==> config.mk <==
export PLATFORM = sky130hd
export DESIGN_NAME = fffa_cell
export DESIGN_NICKNAME = d
export VERILOG_FILES = /design/src/rtl/first_fit_fragment_allocator_macros.svh /design/src/rtl/fffa_pkg.sv /design/src/rtl/fffa_cell.sv
export SDC_FILE = /design/constraint.sdc
export NUM_CORES = 1
export LEC_CHECK = 0
export ABC_AREA = 0
export BUFFER_PORTS_ARGS = -buffer_cell sky130_fd_sc_hd__buf_2
export CAP_MARGIN = 40
export CELL_PAD_IN_SITES_DETAIL_PLACEMENT = 1
export CELL_PAD_IN_SITES_GLOBAL_PLACEMENT = 2
export CORE_MARGIN = 5
export CORE_UTILIZATION = 30
export CTS_BUF_LIST = sky130_fd_sc_hd__clkbuf_16
export DETAILED_ROUTE_END_ITERATION = 16
export HOLD_SLACK_MARGIN = 0.06
export PLACE_DENSITY = 0.85
export SLEW_MARGIN = 30
export SYNTH_ARGS = -nofsm -noshare
export SYNTH_HDL_FRONTEND = slang
export SYNTH_SLANG_ARGS = --single-unit
export TNS_END_PERCENT = 10
==> constraint.sdc <==
create_clock -name clk -period 11.2 [get_ports clk]
set_clock_uncertainty 0.15 [all_clocks]
set_input_delay 2.24 -clock clk [delete_from_list [all_inputs] [get_ports clk]]
set_output_delay 2.24 -clock clk [all_outputs]
set_load 0.05 [all_outputs]
==> src/rtl/first_fit_fragment_allocator_macros.svh <==
// assertion helpers for the first-fit fragment allocator
`ifndef FIRST_FIT_FRAGMENT_ALLOCATOR_MACROS_SVH
`define FIRST_FIT_FRAGMENT_ALLOCATOR_MACROS_SVH

`ifndef SYNTH

// same-cycle implication
`define FFFA_ASSERT_IMP(label, clk, rst_n, ante, cons) \
  label: assert property (@(posedge clk) disable iff (!rst_n) (ante) |-> (cons)) \
    else $error("fffa assertion failed");

// next-cycle implication
`define FFFA_ASSERT_NXT(label, clk, rst_n, ante, cons) \
  label: assert property (@(posedge clk) disable iff (!rst_n) (ante) |=> (cons)) \
    else $error("fffa assertion failed");

`else

`define FFFA_ASSERT_IMP(label, clk, rst_n, ante, cons)
`define FFFA_ASSERT_NXT(label, clk, rst_n, ante, cons)

`endif

`endif

==> src/rtl/fffa_pkg.sv <==
package fffa_pkg;

  localparam int DATA_W    = 32;
  localparam int STATUS_W  = 2;
  localparam int CFG_IDX_W = 8;

  localparam int MAX_FRAGMENTS_DEF = 64;
  localparam int ADDR_BITS_DEF     = 32;

  localparam logic [DATA_W-1:0] BASE_ADDRESS_RST = 32'h0010_0000;
  localparam logic [DATA_W-1:0] POOL_SIZE_RST    = 32'h0010_0000;

  // register indexes
  localparam logic [CFG_IDX_W-1:0] REG_BASE_ADDRESS = 8'd0;
  localparam logic [CFG_IDX_W-1:0] REG_POOL_SIZE    = 8'd1;

  // request modes
  localparam logic MODE_ALLOC = 1'b0;
  localparam logic MODE_FREE  = 1'b1;

  // result status codes
  localparam logic [STATUS_W-1:0] ST_OK       = 2'd0;
  localparam logic [STATUS_W-1:0] ST_NULL     = 2'd1;
  localparam logic [STATUS_W-1:0] ST_NOSPACE  = 2'd2;
  localparam logic [STATUS_W-1:0] ST_NOTFOUND = 2'd3;

  // request context broadcast to every cell during a scan
  typedef struct packed {
    logic              mode;
    logic [DATA_W-1:0] size;
    logic [DATA_W-1:0] addr;
    logic [DATA_W-1:0] base;
  } req_t;

  // search token handed from cell to cell
  typedef struct packed {
    logic              live;
    logic              found;
    logic              busy;
    logic [DATA_W-1:0] len;
    logic [DATA_W-1:0] addr;
  } tok_t;

  // append write broadcast, target picked by index
  typedef struct packed {
    logic              en;
    logic [DATA_W-1:0] off;
    logic [DATA_W-1:0] len;
  } wr_t;

endpackage

==> src/rtl/fffa_cell.sv <==
module fffa_cell #(
  parameter int                          MAX_FRAGMENTS = fffa_pkg::MAX_FRAGMENTS_DEF,
  parameter int                          IDX           = 0,
  parameter logic [fffa_pkg::DATA_W-1:0] ADDR_MASK     = '1
) (
  input  logic                             clk,
  input  logic                             rst_n,
  input  fffa_pkg::req_t                   req_i,
  input  fffa_pkg::wr_t                    wr_i,
  input  logic [$clog2(MAX_FRAGMENTS)-1:0] wr_idx_i,
  input  logic [$clog2(MAX_FRAGMENTS+1)-1:0] count_i,
  input  fffa_pkg::tok_t                   tok_i,
  output fffa_pkg::tok_t                   tok_o
);

  localparam int IW = $clog2(MAX_FRAGMENTS);
  localparam int CW = $clog2(MAX_FRAGMENTS+1);

  logic [fffa_pkg::DATA_W-1:0] off_r;
  logic [fffa_pkg::DATA_W-1:0] len_r;
  logic                        busy_r;
  logic                        busy_nxt;
  fffa_pkg::tok_t              tok_r;
  fffa_pkg::tok_t              tok_nxt;

  logic [fffa_pkg::DATA_W-1:0] frag_addr;
  logic                        entry_live;
  logic                        match;
  logic                        hit;
  logic                        wr_here;

  assign frag_addr  = (req_i.base + off_r) & ADDR_MASK;
  assign entry_live = (CW'(IDX) < count_i);
  assign match      = (req_i.mode == fffa_pkg::MODE_FREE) ? (frag_addr == req_i.addr)
                                                          : (!busy_r && (len_r >= req_i.size));
  assign hit        = tok_i.live && !tok_i.found && entry_live && match;
  assign wr_here    = wr_i.en && (wr_idx_i == IW'(IDX));

  always_comb begin
    tok_nxt  = tok_i;
    busy_nxt = busy_r;
    if (hit) begin
      tok_nxt.found = 1'b1;
      tok_nxt.busy  = busy_r;
      tok_nxt.len   = len_r;
      tok_nxt.addr  = frag_addr;
      busy_nxt      = (req_i.mode == fffa_pkg::MODE_ALLOC);
    end
    if (wr_here) begin
      busy_nxt = 1'b1;
    end
  end

  // entry payload, meaningful only below the fill count
  always_ff @(posedge clk) begin
    busy_r <= busy_nxt;
    if (wr_here) begin
      off_r <= wr_i.off;
      len_r <= wr_i.len;
    end
  end

  always_ff @(posedge clk) begin
    if (!rst_n) begin
      tok_r <= '0;
    end else begin
      tok_r <= tok_nxt;
    end
  end

  assign tok_o = tok_r;

endmodule

==> results of run 1 <==
synth_stat cells (all sizes together), types with 15 or more instances:
master	count	area, µm²
clkbuf	52	195
a41oi	15	131
a21oi	52	298
o21ai	29	153
o211ai	15	118
xnor2	27	244
nand4	100	632
inv	47	176
nand3	40	205
nor2	60	230
buf	39	211
nand2	92	348
xor2	23	201
dfxtp	68	1360
o2111ai	35	324
edfxtp	64	1920
ha	63	788
or3	36	225
per-layer routing:
layer  vias to the layer above  part of all wire [%]
met5                         -                 0.074
met4                         4                   1.3
met3                        34                   6.2
met2                       269                    49
met1                      4580                    44
li1                       4465                     -
report_power, final:
group          leakage [µW]  internal [µW]  switching, µW  total, µW
registers           0.00115            534           8.82        542
clock network      0.000298            320            271        591
logic               0.00368            139            282        422
final timing paths:
kind / start / end / slack (ns) / cells after the start
worst max-delay path: req_i[0] / tok_o[45]$_SDFF_PN0_ / 4.30 / 17
worst max register to register: off_r[0]$_DFFE_PP_ / tok_o[45]$_SDFF_PN0_ / 5.84 / 16
worst min register to register: busy_r$_SDFFE_PP1P_ / busy_r$_SDFFE_PP1P_ / 0.39 / 2
worst min-delay path: busy_r$_SDFFE_PP1P_ / busy_r$_SDFFE_PP1P_ / 0.39 / 2
per-stage QoR:
step	util, %	area [µm²]	setup WS (ns)	hold WS (ns)
after floorplan	-	9440	1.39	0.336
after global placement	35.7	11200	3.93	0.359
after detailed placement	36.0	11300	3.81	0.376
after CTS	38.0	11900	4.28	0.392
after global routing	38.0	11900	3.97	0.445
final	38.0	11900	4.30	0.394
layout make-up:
type                       count  area [µm²]
antenna                        3        7.51
sequential                   132        3280
multi-input combinational    770        5620
inverter                      47         176
tap                          402         503
clock inverter                15         183
clock buffer                  17         425
fill                        3695       19400
timing repair buffer         321        1700
state kept, by name, indices dropped and copies added (netlist names):
name and count:
off_r 32, len_r 32, tok_o 67, busy_r 1
worst register-to-register path: cells and delay by family, from the launching register on:
| kind | cells | cell delay (ns) |
|---|---|---|
| adders and majority gates | 2 | 0.64 |
| DFF | 1 | 0.33 |
| AOI/OAI and AO/OA | 5 | 1.19 |
| buffers and inverters | 3 | 0.97 |
| xor gates and xnor gates | 2 | 0.46 |
| and+or+nand+nor | 4 | 1.54 |
cell families after synthesis:
logic type | after synthesis | share of synthesized area [%]
xor gates and xnor gates | 59 | 6.90
muxes | 12 | 1.34
and+or+nand+nor | 396 | 22.3
buffers and inverters | 138 | 6.17
AOI/OAI and AO/OA | 239 | 20.0
adders and majority gates | 64 | 8.56
DFF | 132 | 34.8
==> summary.txt, run 1 <==
Status
  – Status: completed

Synthesis
  – Synth warn: 0
  – Syn nets: 1348
  – Unique cell type count in the Yosys netlist: 93
  – Sequential share of the synthesized area: 34.8%
  – FF+latch count, synth: 132
  – Cell area after synthesis: 9440 µm²
  – Post-Syn Area per Cell: 9.08 µm²
  – Post-synth EDFFs: 64
  – Ys async rst share: 0%
  – Syn Inst Count: 1040
  – Post-synth top flop: dfxtp_1

Clocking
  – Worst-case clock buffer depth: 2
  – Clock Sinks: 132
  – H-tree Lvls: 4
  – Clk slew on worst S/H paths: 0.07 ns
  – CTS Hold Bufs: 0
  – Post_cts resized: 0
  – TritonCTS clock tree: built
  – Clock latency on the worst-skew pair: 0.46 ns
  – Root buf cell: clkbuf_16
  – Post-CTS Setup Inserts: 0
  – CTS Buf Count: 17

Critical path
  – CP endpoint kind: flip-flop
  – CP required: 11.42 ns
  – CP Max Fanout: 56
  – CP Data Arrival Time: 7.12 ns
  – Max incr delay on CP: 0.53 ns
  – Kind of start point of the critical path: input pin
  – Slowest-stage cell, CP: nand4_1
  – Critical path class: input pin to flip-flop
  – CP cell instances: buf_2, ha_1, inv_1, fa_1, nor2b_4, o31ai_4, a2111oi_2, o21ai_1, a21oi_1, xor2_1, xor2_1, nor3_1, nand4_1, buf_4, buf_4, or3_1, o2111ai_1
  – Worst path bufs/invs: 4
  – Crit path max-delay family: simple AND/OR/NAND/NOR gates

Routing
  – DRT Pass-1 Iters: 4
  – Vias: 9352
  – Routed length per instance: 21.3 µm
  – DR iter-0 viols: 569
  – Post-route DRC: 0
  – Vias per inst: 5.48
  – Routed Antenna Nets: 0
  – Final WL: 36.4 mm

STA
  – RSZ-0062 raised after global routing: false
  – Max-slew violation count: 0
  – Slew HR: 51.6%
  – Worst slew pin tran: 0.725 ns
  – Fin crit share: 61.6%
  – Final setup fails: 0
  – Setup TNS: 0 ns
  – Fin. Hold Viols: 0
  – Period minus WS final: 6.90 ns
  – Max Fclk: 145 MHz

Global route
  – First-pass GRT wire length: 55.9 mm
  – Largest net degree at the start of global routing: 96
  – Global routing's busiest layer: met2
  – Tot GR Track Use: 20.2%
  – Met3 Usage GRT: 5.92%
  – Vias in the first global route: 9806
  – Initial antenna violation count: 5
  – Total gr overflow: 0
  – Met1 Track Usage GR: 25.1%
  – Met2 Use GR: 34.7%

Placement
  – Placed insts: 1672
  – GPL Wtd Cong: 0.878
  – Port buffer count: 310
  – DP Wirelength: 28.6 mm

Layout
  – Nets@finish: 1597
  – Layout cell share with drive strength beyond 1: 30.3%
  – Commonest non-fill, non-tap cells in the layout: 309 x buf_2, 99 x nand4_1, 91 x nand2_1
  – Layout area overhead: 26.0%
  – Layout Cells excl Fill: 1707
  – Most common cell after layout, fill and taps aside: buf_2

Floorplan
  – Core Area: 31300 µm²
  – Die Span Y: 187 µm
  – Die area: 35100 µm²
  – Ports: 311
  – Die W: 187 µm
  – Starting Density: 30.2%
  – # rows: 65

Job
  – Number of max-cap violations: 0

Pwr
  – Power per cell area: 131 nW/µm²
  – Overall power: 1560 µW
  – Worst IR Drop VDD: 109 µV
  – Leakage power: 0.00513 µW

Hold path
  – Min-delay worst type: flip-flop to flip-flop
Note: power is estimated with default switching activity, not from simulation.
==> inputs of run 2 (changes only) <==
--- a/config.mk
+++ b/config.mk
@@ -11,11 +11,11 @@
 export CELL_PAD_IN_SITES_DETAIL_PLACEMENT = 1
 export CELL_PAD_IN_SITES_GLOBAL_PLACEMENT = 2
 export CORE_MARGIN = 5
-export CORE_UTILIZATION = 30
+export CORE_UTILIZATION = 27
 export CTS_BUF_LIST = sky130_fd_sc_hd__clkbuf_16
 export DETAILED_ROUTE_END_ITERATION = 16
 export HOLD_SLACK_MARGIN = 0.06
-export PLACE_DENSITY = 0.85
+export PLACE_DENSITY = 0.81
 export SLEW_MARGIN = 30
 export SYNTH_ARGS = -nofsm -noshare
 export SYNTH_HDL_FRONTEND = slang
==> constraint.sdc (replaced) <==
create_clock -name clk -period 6.1 [get_ports clk]
set_clock_uncertainty 0.15 [all_clocks]
set_input_delay 1.22 -clock clk [delete_from_list [all_inputs] [get_ports clk]]
set_output_delay 1.22 -clock clk [all_outputs]
set_load 0.05 [all_outputs]
==> run 2 against run 1 <==
Compared with the run above:
- global-route usage fell by 1.7 points
- first-iteration DRC count fell by 29%
- non-clock buffer count fell by 1
- count of clock-buffer cells in the layout did not move
- clock power rose by 86%
- sequential share of layout area fell by 0.21 points
- combinational power rose by 82%
- via count fell by 0.26%
- largest power group unchanged
==> summary.txt, run 2 (synthesis results as in run 1) <==
Clocking
  – Worst-case clock buffer depth: 2
  – Post_cts resized: 0
  – Clk slew on worst S/H paths: 0.07 ns
  – CTS Buf Count: 17
  – Post-CTS Setup Inserts: 0
  – H-tree Lvls: 4
  – Clock Sinks: 132
  – Root buf cell: clkbuf_16
  – Clock latency on the worst-skew pair: 0.45 ns
  – TritonCTS clock tree: built
  – CTS Hold Bufs: 0

Global route
  – Largest net degree at the start of global routing: 111
  – Total gr overflow: 0
  – Vias in the first global route: 9842
  – Tot GR Track Use: 18.5%
  – Initial antenna violation count: 1
  – First-pass GRT wire length: 55.9 mm

Routing
  – DRT Pass-1 Iters: 5
  – Post-route DRC: 0
  – Vias: 9328
  – Final WL: 37.0 mm
  – DR iter-0 viols: 405
  – Vias per inst: 5.31
  – Routed length per instance: 21.0 µm
  – Routed Antenna Nets: 0

Status
  – Status: completed

Layout
  – Most common cell after layout, fill and taps aside: buf_2
  – Layout area overhead: 26.9%
  – Commonest non-fill, non-tap cells in the layout: 309 x buf_2, 99 x nand4_1, 91 x nand2_1
  – Nets@finish: 1596
  – Final Cell Area: 12000 µm²
  – Max reg flops: 67
  – Layout cell share with drive strength beyond 1: 30.1%

Job
  – Number of max-cap violations: 0

STA
  – Final setup fails: 0
  – Max Fclk: 197 MHz
  – Fin. Hold Viols: 0
  – Slew HR: 55.5%
  – Fin crit share: 83.4%
  – Worst slew pin tran: 0.663 ns
  – Max-slew violation count: 0
  – Period minus WS final: 5.09 ns
  – Setup TNS: 0 ns
  – RSZ-0062 raised after global routing: false

Floorplan
  – Die Span Y: 197 µm
  – Ports: 311
  – # rows: 68
  – Starting Density: 27.3%
  – Die area: 38800 µm²
  – Die W: 197 µm
  – Core Area: 34500 µm²

Pwr
  – Worst IR Drop VDD: 204 µV
  – Power per cell area: 239 nW/µm²
  – Leakage power: 0.00513 µW

Critical path
  – CP endpoint kind: flip-flop
  – Kind of start point of the critical path: input pin
  – Critical register-to-register path startpoint: off_r[0]$_DFFE_PP_
  – CP Max Fanout: 69
  – CP Data Arrival Time: 5.30 ns
  – CP Launch Point: req_i[0]
  – CP required: 6.32 ns
  – Critical path class: input pin to flip-flop

Placement
  – Post-DP Area: 11300 µm²
  – DP Wirelength: 28.7 mm
  – GPL Wtd Cong: 0.890
  – Port buffer count: 310

Hold path
  – Min-delay worst type: flip-flop to flip-flop
  – Hold Startpoint: busy_r$_SDFFE_PP1P_
## run 2: per-stage QoR
| step | worst slack [ns] | util (%) | power (µW) | std cells | hold slack (ns) |
|---|---|---|---|---|---|
| detailed placement | 0.602 | 32.9 | 1790 | 1723 | 0.400 |
| CTS | 1.07 | 34.6 | 2910 | 1755 | 0.412 |
| floorplan | 0.0311 | - | 1520 | 1040 | 0.336 |
| global placement | 0.700 | 32.7 | 1770 | 1721 | 0.379 |
| global route | 0.774 | 34.7 | 3000 | 1756 | 0.470 |
| finish | 1.01 | 34.7 | 2870 | 1758 | 0.406 |
## run 2: worst paths after layout
path	to	slack (ns)	depth (start not counted)
setup / recovery	tok_o[41]$_SDFF_PN0_	1.01	17
hold / removal	busy_r$_SDFFE_PP1P_	0.41	2
setup reg to reg	tok_o[41]$_SDFF_PN0_	1.52	16
hold reg to reg	busy_r$_SDFFE_PP1P_	0.41	2
## run 2: layer usage
layer  share of wire, %  vias up  global-route usage, %
li1                   -     4467                      -
met1                 44     4556                   23.2
met2                 49      272                   32.6
met3                5.4       31                   3.63
met4                1.5        2                   4.83
met5              0.019        -                      0
## run 2: critical path, cell delays in order
cell and delay (ns):
buf_2 0.09, ha_1 0.21, inv_1 0.07, fa_1 0.44, nor2b_4 0.18, o31ai_4 0.11, a2111oi_2 0.45, o21ai_1 0.24
and2_1 0.24, xnor2_1 0.32, xor2_1 0.12, nor4b_1 0.44, nand4_1 0.18, buf_4 0.23, buf_16 0.22, or3_1 0.39
o2111ai_1 0.11
## run 2: layout make-up
class | count | area [µm²]
Inverter | 47 | 176
Clock buffer | 17 | 425
Tap cell | 455 | 569
Clock inverter | 15 | 180
Multi-Input combinational cell | 770 | 5640
Timing Repair Buffer | 320 | 1710
Sequential cell | 132 | 3280
Antenna cell | 2 | 5.00
Fill cell | 4133 | 22600
## run 2: report_power, final
group / internal (µW) / switching [µW]
clock: 645 / 454
combinational: 252 / 516
sequential: 980 / 17.6
==> inputs of run 3 (changes only) <==
--- a/config.mk
+++ b/config.mk
@@ -5,7 +5,7 @@
 export SDC_FILE = /design/constraint.sdc
 export NUM_CORES = 1
 export LEC_CHECK = 0
-export ABC_AREA = 0
+export ABC_AREA = 1
 export BUFFER_PORTS_ARGS = -buffer_cell sky130_fd_sc_hd__buf_2
 export CAP_MARGIN = 40
 export CELL_PAD_IN_SITES_DETAIL_PLACEMENT = 1
@@ -15,7 +15,7 @@
 export CTS_BUF_LIST = sky130_fd_sc_hd__clkbuf_16
 export DETAILED_ROUTE_END_ITERATION = 16
 export HOLD_SLACK_MARGIN = 0.06
-export PLACE_DENSITY = 0.81
+export PLACE_DENSITY = 0.86
 export SLEW_MARGIN = 30
 export SYNTH_ARGS = -nofsm -noshare
 export SYNTH_HDL_FRONTEND = slang
==> constraint.sdc (replaced) <==
create_clock -name clk -period 5 [get_ports clk]
set_clock_uncertainty 0.15 [all_clocks]
set_input_delay 1 -clock clk [delete_from_list [all_inputs] [get_ports clk]]
set_output_delay 1 -clock clk [all_outputs]
set_load 0.05 [all_outputs]
==> run 3 against run 2 <==
Compared with the run above:
- first-iteration DRC count is 21% lower
- non-clock buffer count decreased by 1
- count of clock-buffer cells in the layout unchanged
- critical path depth is 8 higher
- worst hold slack worse by 0.077 ns
==> summary.txt, run 3 <==
Status
  – Status: completed

Pwr
  – Power share of the sequential group: 37.7%
  – Clock network power share: 40.1%
  – Power per cell area: 269 nW/µm²
  – Net Switching: 1050 µW
  – Leakage power: 0.00639 µW
  – Worst IR Drop VDD: 237 µV
  – Combinational share of power: 22.2%
  – Overall power: 3150 µW
  – Net Sw Frac: 33.2%
  – Internal: 2100 µW

Synthesis
  – Cell with the most instances after synthesis: nand2_1
  – Syn Inst Count: 1329
  – Synth top area cells: edfxtp_1 21%, nand2_1 17%, dfxtp_1 15%
  – Top cell type's share of synthesized area: 21.2%
  – Dominant cell type by area after synthesis: edfxtp_1
  – Sequential share of the synthesized area: 36.2%
  – Post-synth EDFFs: 64
  – Ys async rst share: 0%
  – Syn nets: 1637
  – Top cells by count, synth: 409 x nand2_1, 221 x inv_1, 154 x nand3_1, 136 x nor2_1, 80 x a21oi_1
  – Post-synth top flop: dfxtp_1
  – Cell area after synthesis: 9060 µm²
  – Post-Syn Area per Cell: 6.82 µm²
  – Unique cell type count in the Yosys netlist: 36
  – Synth warn: 0
  – FF+latch count, synth: 132

STA
  – Period minus WS final: 4.16 ns
  – Final setup fails: 0
  – Setup TNS: 0 ns
  – Final setup margin: 0.838 ns
  – Max-slew violation count: 0
  – Fin. Hold Viols: 0
  – Worst slew pin tran: 0.701 ns
  – Fin crit share: 83.2%
  – Slew HR: 53.3%
  – Max Fclk: 240 MHz
  – RSZ-0062 raised after global routing: false

Critical path
  – CP Data Arrival Time: 4.33 ns
  – Kind of start point of the critical path: input pin
  – Critical path class: input pin to flip-flop
  – Cell mode on critical path: nand2_1
  – CP endpoint kind: flip-flop
  – CP required: 5.17 ns
  – Max incr delay on CP: 0.38 ns
  – Worst path bufs/invs: 4
  – Crit path max-delay family: simple AND/OR/NAND/NOR gates
  – Slowest-stage cell, CP: fa_1
  – CP Max Fanout: 49

Routing
  – Post-route DRC: 0
  – DR top layer: met5
  – Routed wl met3: 1.84 mm
  – Post-Route M1 WL: 15.5 mm
  – Final WL: 34.8 mm
  – Vias per inst: 4.51
  – DR iter-0 viols: 321
  – Vias: 9452
  – Routed length per instance: 16.6 µm
  – DRT Pass-1 Iters: 5
  – Routed Antenna Nets: 0
  – Met2 wire length: 16.6 mm

Clocking
  – H-tree Lvls: 4
  – CTS Buf Count: 17
  – Worst-case clock buffer depth: 2
  – Clock latency on the worst-skew pair: 0.44 ns
  – Root buf cell: clkbuf_16
  – CTS Hold Bufs: 0
  – Post_cts resized: 0
  – TritonCTS clock tree: built
  – Post-CTS Setup Inserts: 0
  – Clock Sinks: 132
  – Clk slew on worst S/H paths: 0.06 ns

Layout
  – Layout area overhead: 28.9%
  – Max reg flops: 67
  – Layout Cells excl Fill: 2094
  – Filler Cell Count: 4342
  – Layout cell share with drive strength beyond 1: 23.8%
  – Most common cell after layout, fill and taps aside: nand2_1
  – Nets@finish: 1940
  – Post-layout util: 35.0%
  – Commonest non-fill, non-tap cells in the layout: 409 x nand2_1, 310 x buf_2, 221 x inv_1

Global route
  – Vias in the first global route: 10100
  – Total gr overflow: 0
  – First-pass GRT wire length: 55.1 mm
  – Largest net degree at the start of global routing: 51
  – Tot GR Track Use: 18.5%
  – Initial antenna violation count: 7

Floorplan
  – # rows: 67
  – Die W: 193 µm
  – Starting Density: 27.2%
  – Core Area: 33400 µm²
  – Die Span Y: 193 µm
  – Die area: 37300 µm²
  – Ports: 311

Placement
  – Port buffer count: 310
  – DP Wirelength: 28.8 mm
  – GPL Wtd Cong: 0.848
  – Placed insts: 2061
  – DP Worst Slack: 0.417 ns

Job
  – Number of max-cap violations: 0

Hold path
  – Min-delay worst type: flip-flop to flip-flop
==> run 3: cell types whose count changed in the layout (fill, tap and decap cells not counted), moves of 36 or more <==
cell	delta
a21oi_1	+38
inv_1	+173
nand2_1	+318
nand3_1	+115
nand4_1	-90
nor2_1	+78
or3_1	-36
==> run 3: logic make-up (layout without fill, tap and decap cells) <==
logic type | count (synthesis) | after routing | share of synthesized area [%]
AND/OR/NAND/NOR | 748 | 748 | 34.7
adder cells (fa/ha/maj) | 64 | 64 | 8.92
other | 0 | 1 | 0
buffers and inverters | 266 | 582 | 12.2
XOR/XNOR | 5 | 5 | 0.635
AO/OA/AOI/OAI | 114 | 114 | 7.37
flip-flops | 132 | 132 | 36.2
==> run 3: cell type report <==
type	count	area [µm²]	share of cell area [%]
flip-flops and latches	132	3280	28.1
inverters	231	867	7.42
clock inverters	15	143	1.22
multi-input cells	931	4710	40.3
diodes	1	2.50	0.0214
well taps	448	561	4.80
repair buffers	319	1690	14.5
clock buffers	17	425	3.64
==> run 3: metal layers <==
| layer | GRT usage [%] | vias to the layer above |
|---|---|---|
| li1 | - | 4813 |
| met1 | 22.8 | 4345 |
| met2 | 31.8 | 233 |
| met3 | 4.71 | 49 |
| met4 | 5.69 | 12 |
| met5 | 0 | - |
==> run 3: power groups by stage <==
stage / combinational, µW / clock [µW] / sequential (µW)
final: 697 / 1260 / 1190
after global routing: 777 / 1370 / 1190
after CTS: 709 / 1310 / 1190
after detailed placement: 705 / 0 / 1210
after global placement: 692 / 0 / 1210
after floorplan: 323 / 0 / 1330
==> run 3: worst paths after layout <==
| check | startpoint | end | slack, ns | cells after the start |
|---|---|---|---|---|
| worst min register to register | busy_r$_SDFFE_PP1P_ | busy_r$_SDFFE_PP1P_ | 0.33 | 2 |
| worst min-delay path | busy_r$_SDFFE_PP1P_ | busy_r$_SDFFE_PP1P_ | 0.33 | 2 |
| worst max register to register | off_r[0]$_DFFE_PP_ | busy_r$_SDFFE_PP1P_ | 1.14 | 24 |
| worst max-delay path | req_i[0] | busy_r$_SDFFE_PP1P_ | 0.84 | 25 |
==> run 3: metrics by stage <==
step	hold slack, ns	area (µm²)
finish	0.329	11700
global route	0.360	11700
CTS	0.328	11700
detailed placement	0.312	11100
global placement	0.303	11100
floorplan	0.292	9080
==> run 3: worst min-delay path: stages, from the launching register on <==
cell and delay, ns:
dfxtp_1 0.32, nand2_1 0.06, nand3b_1 0.07
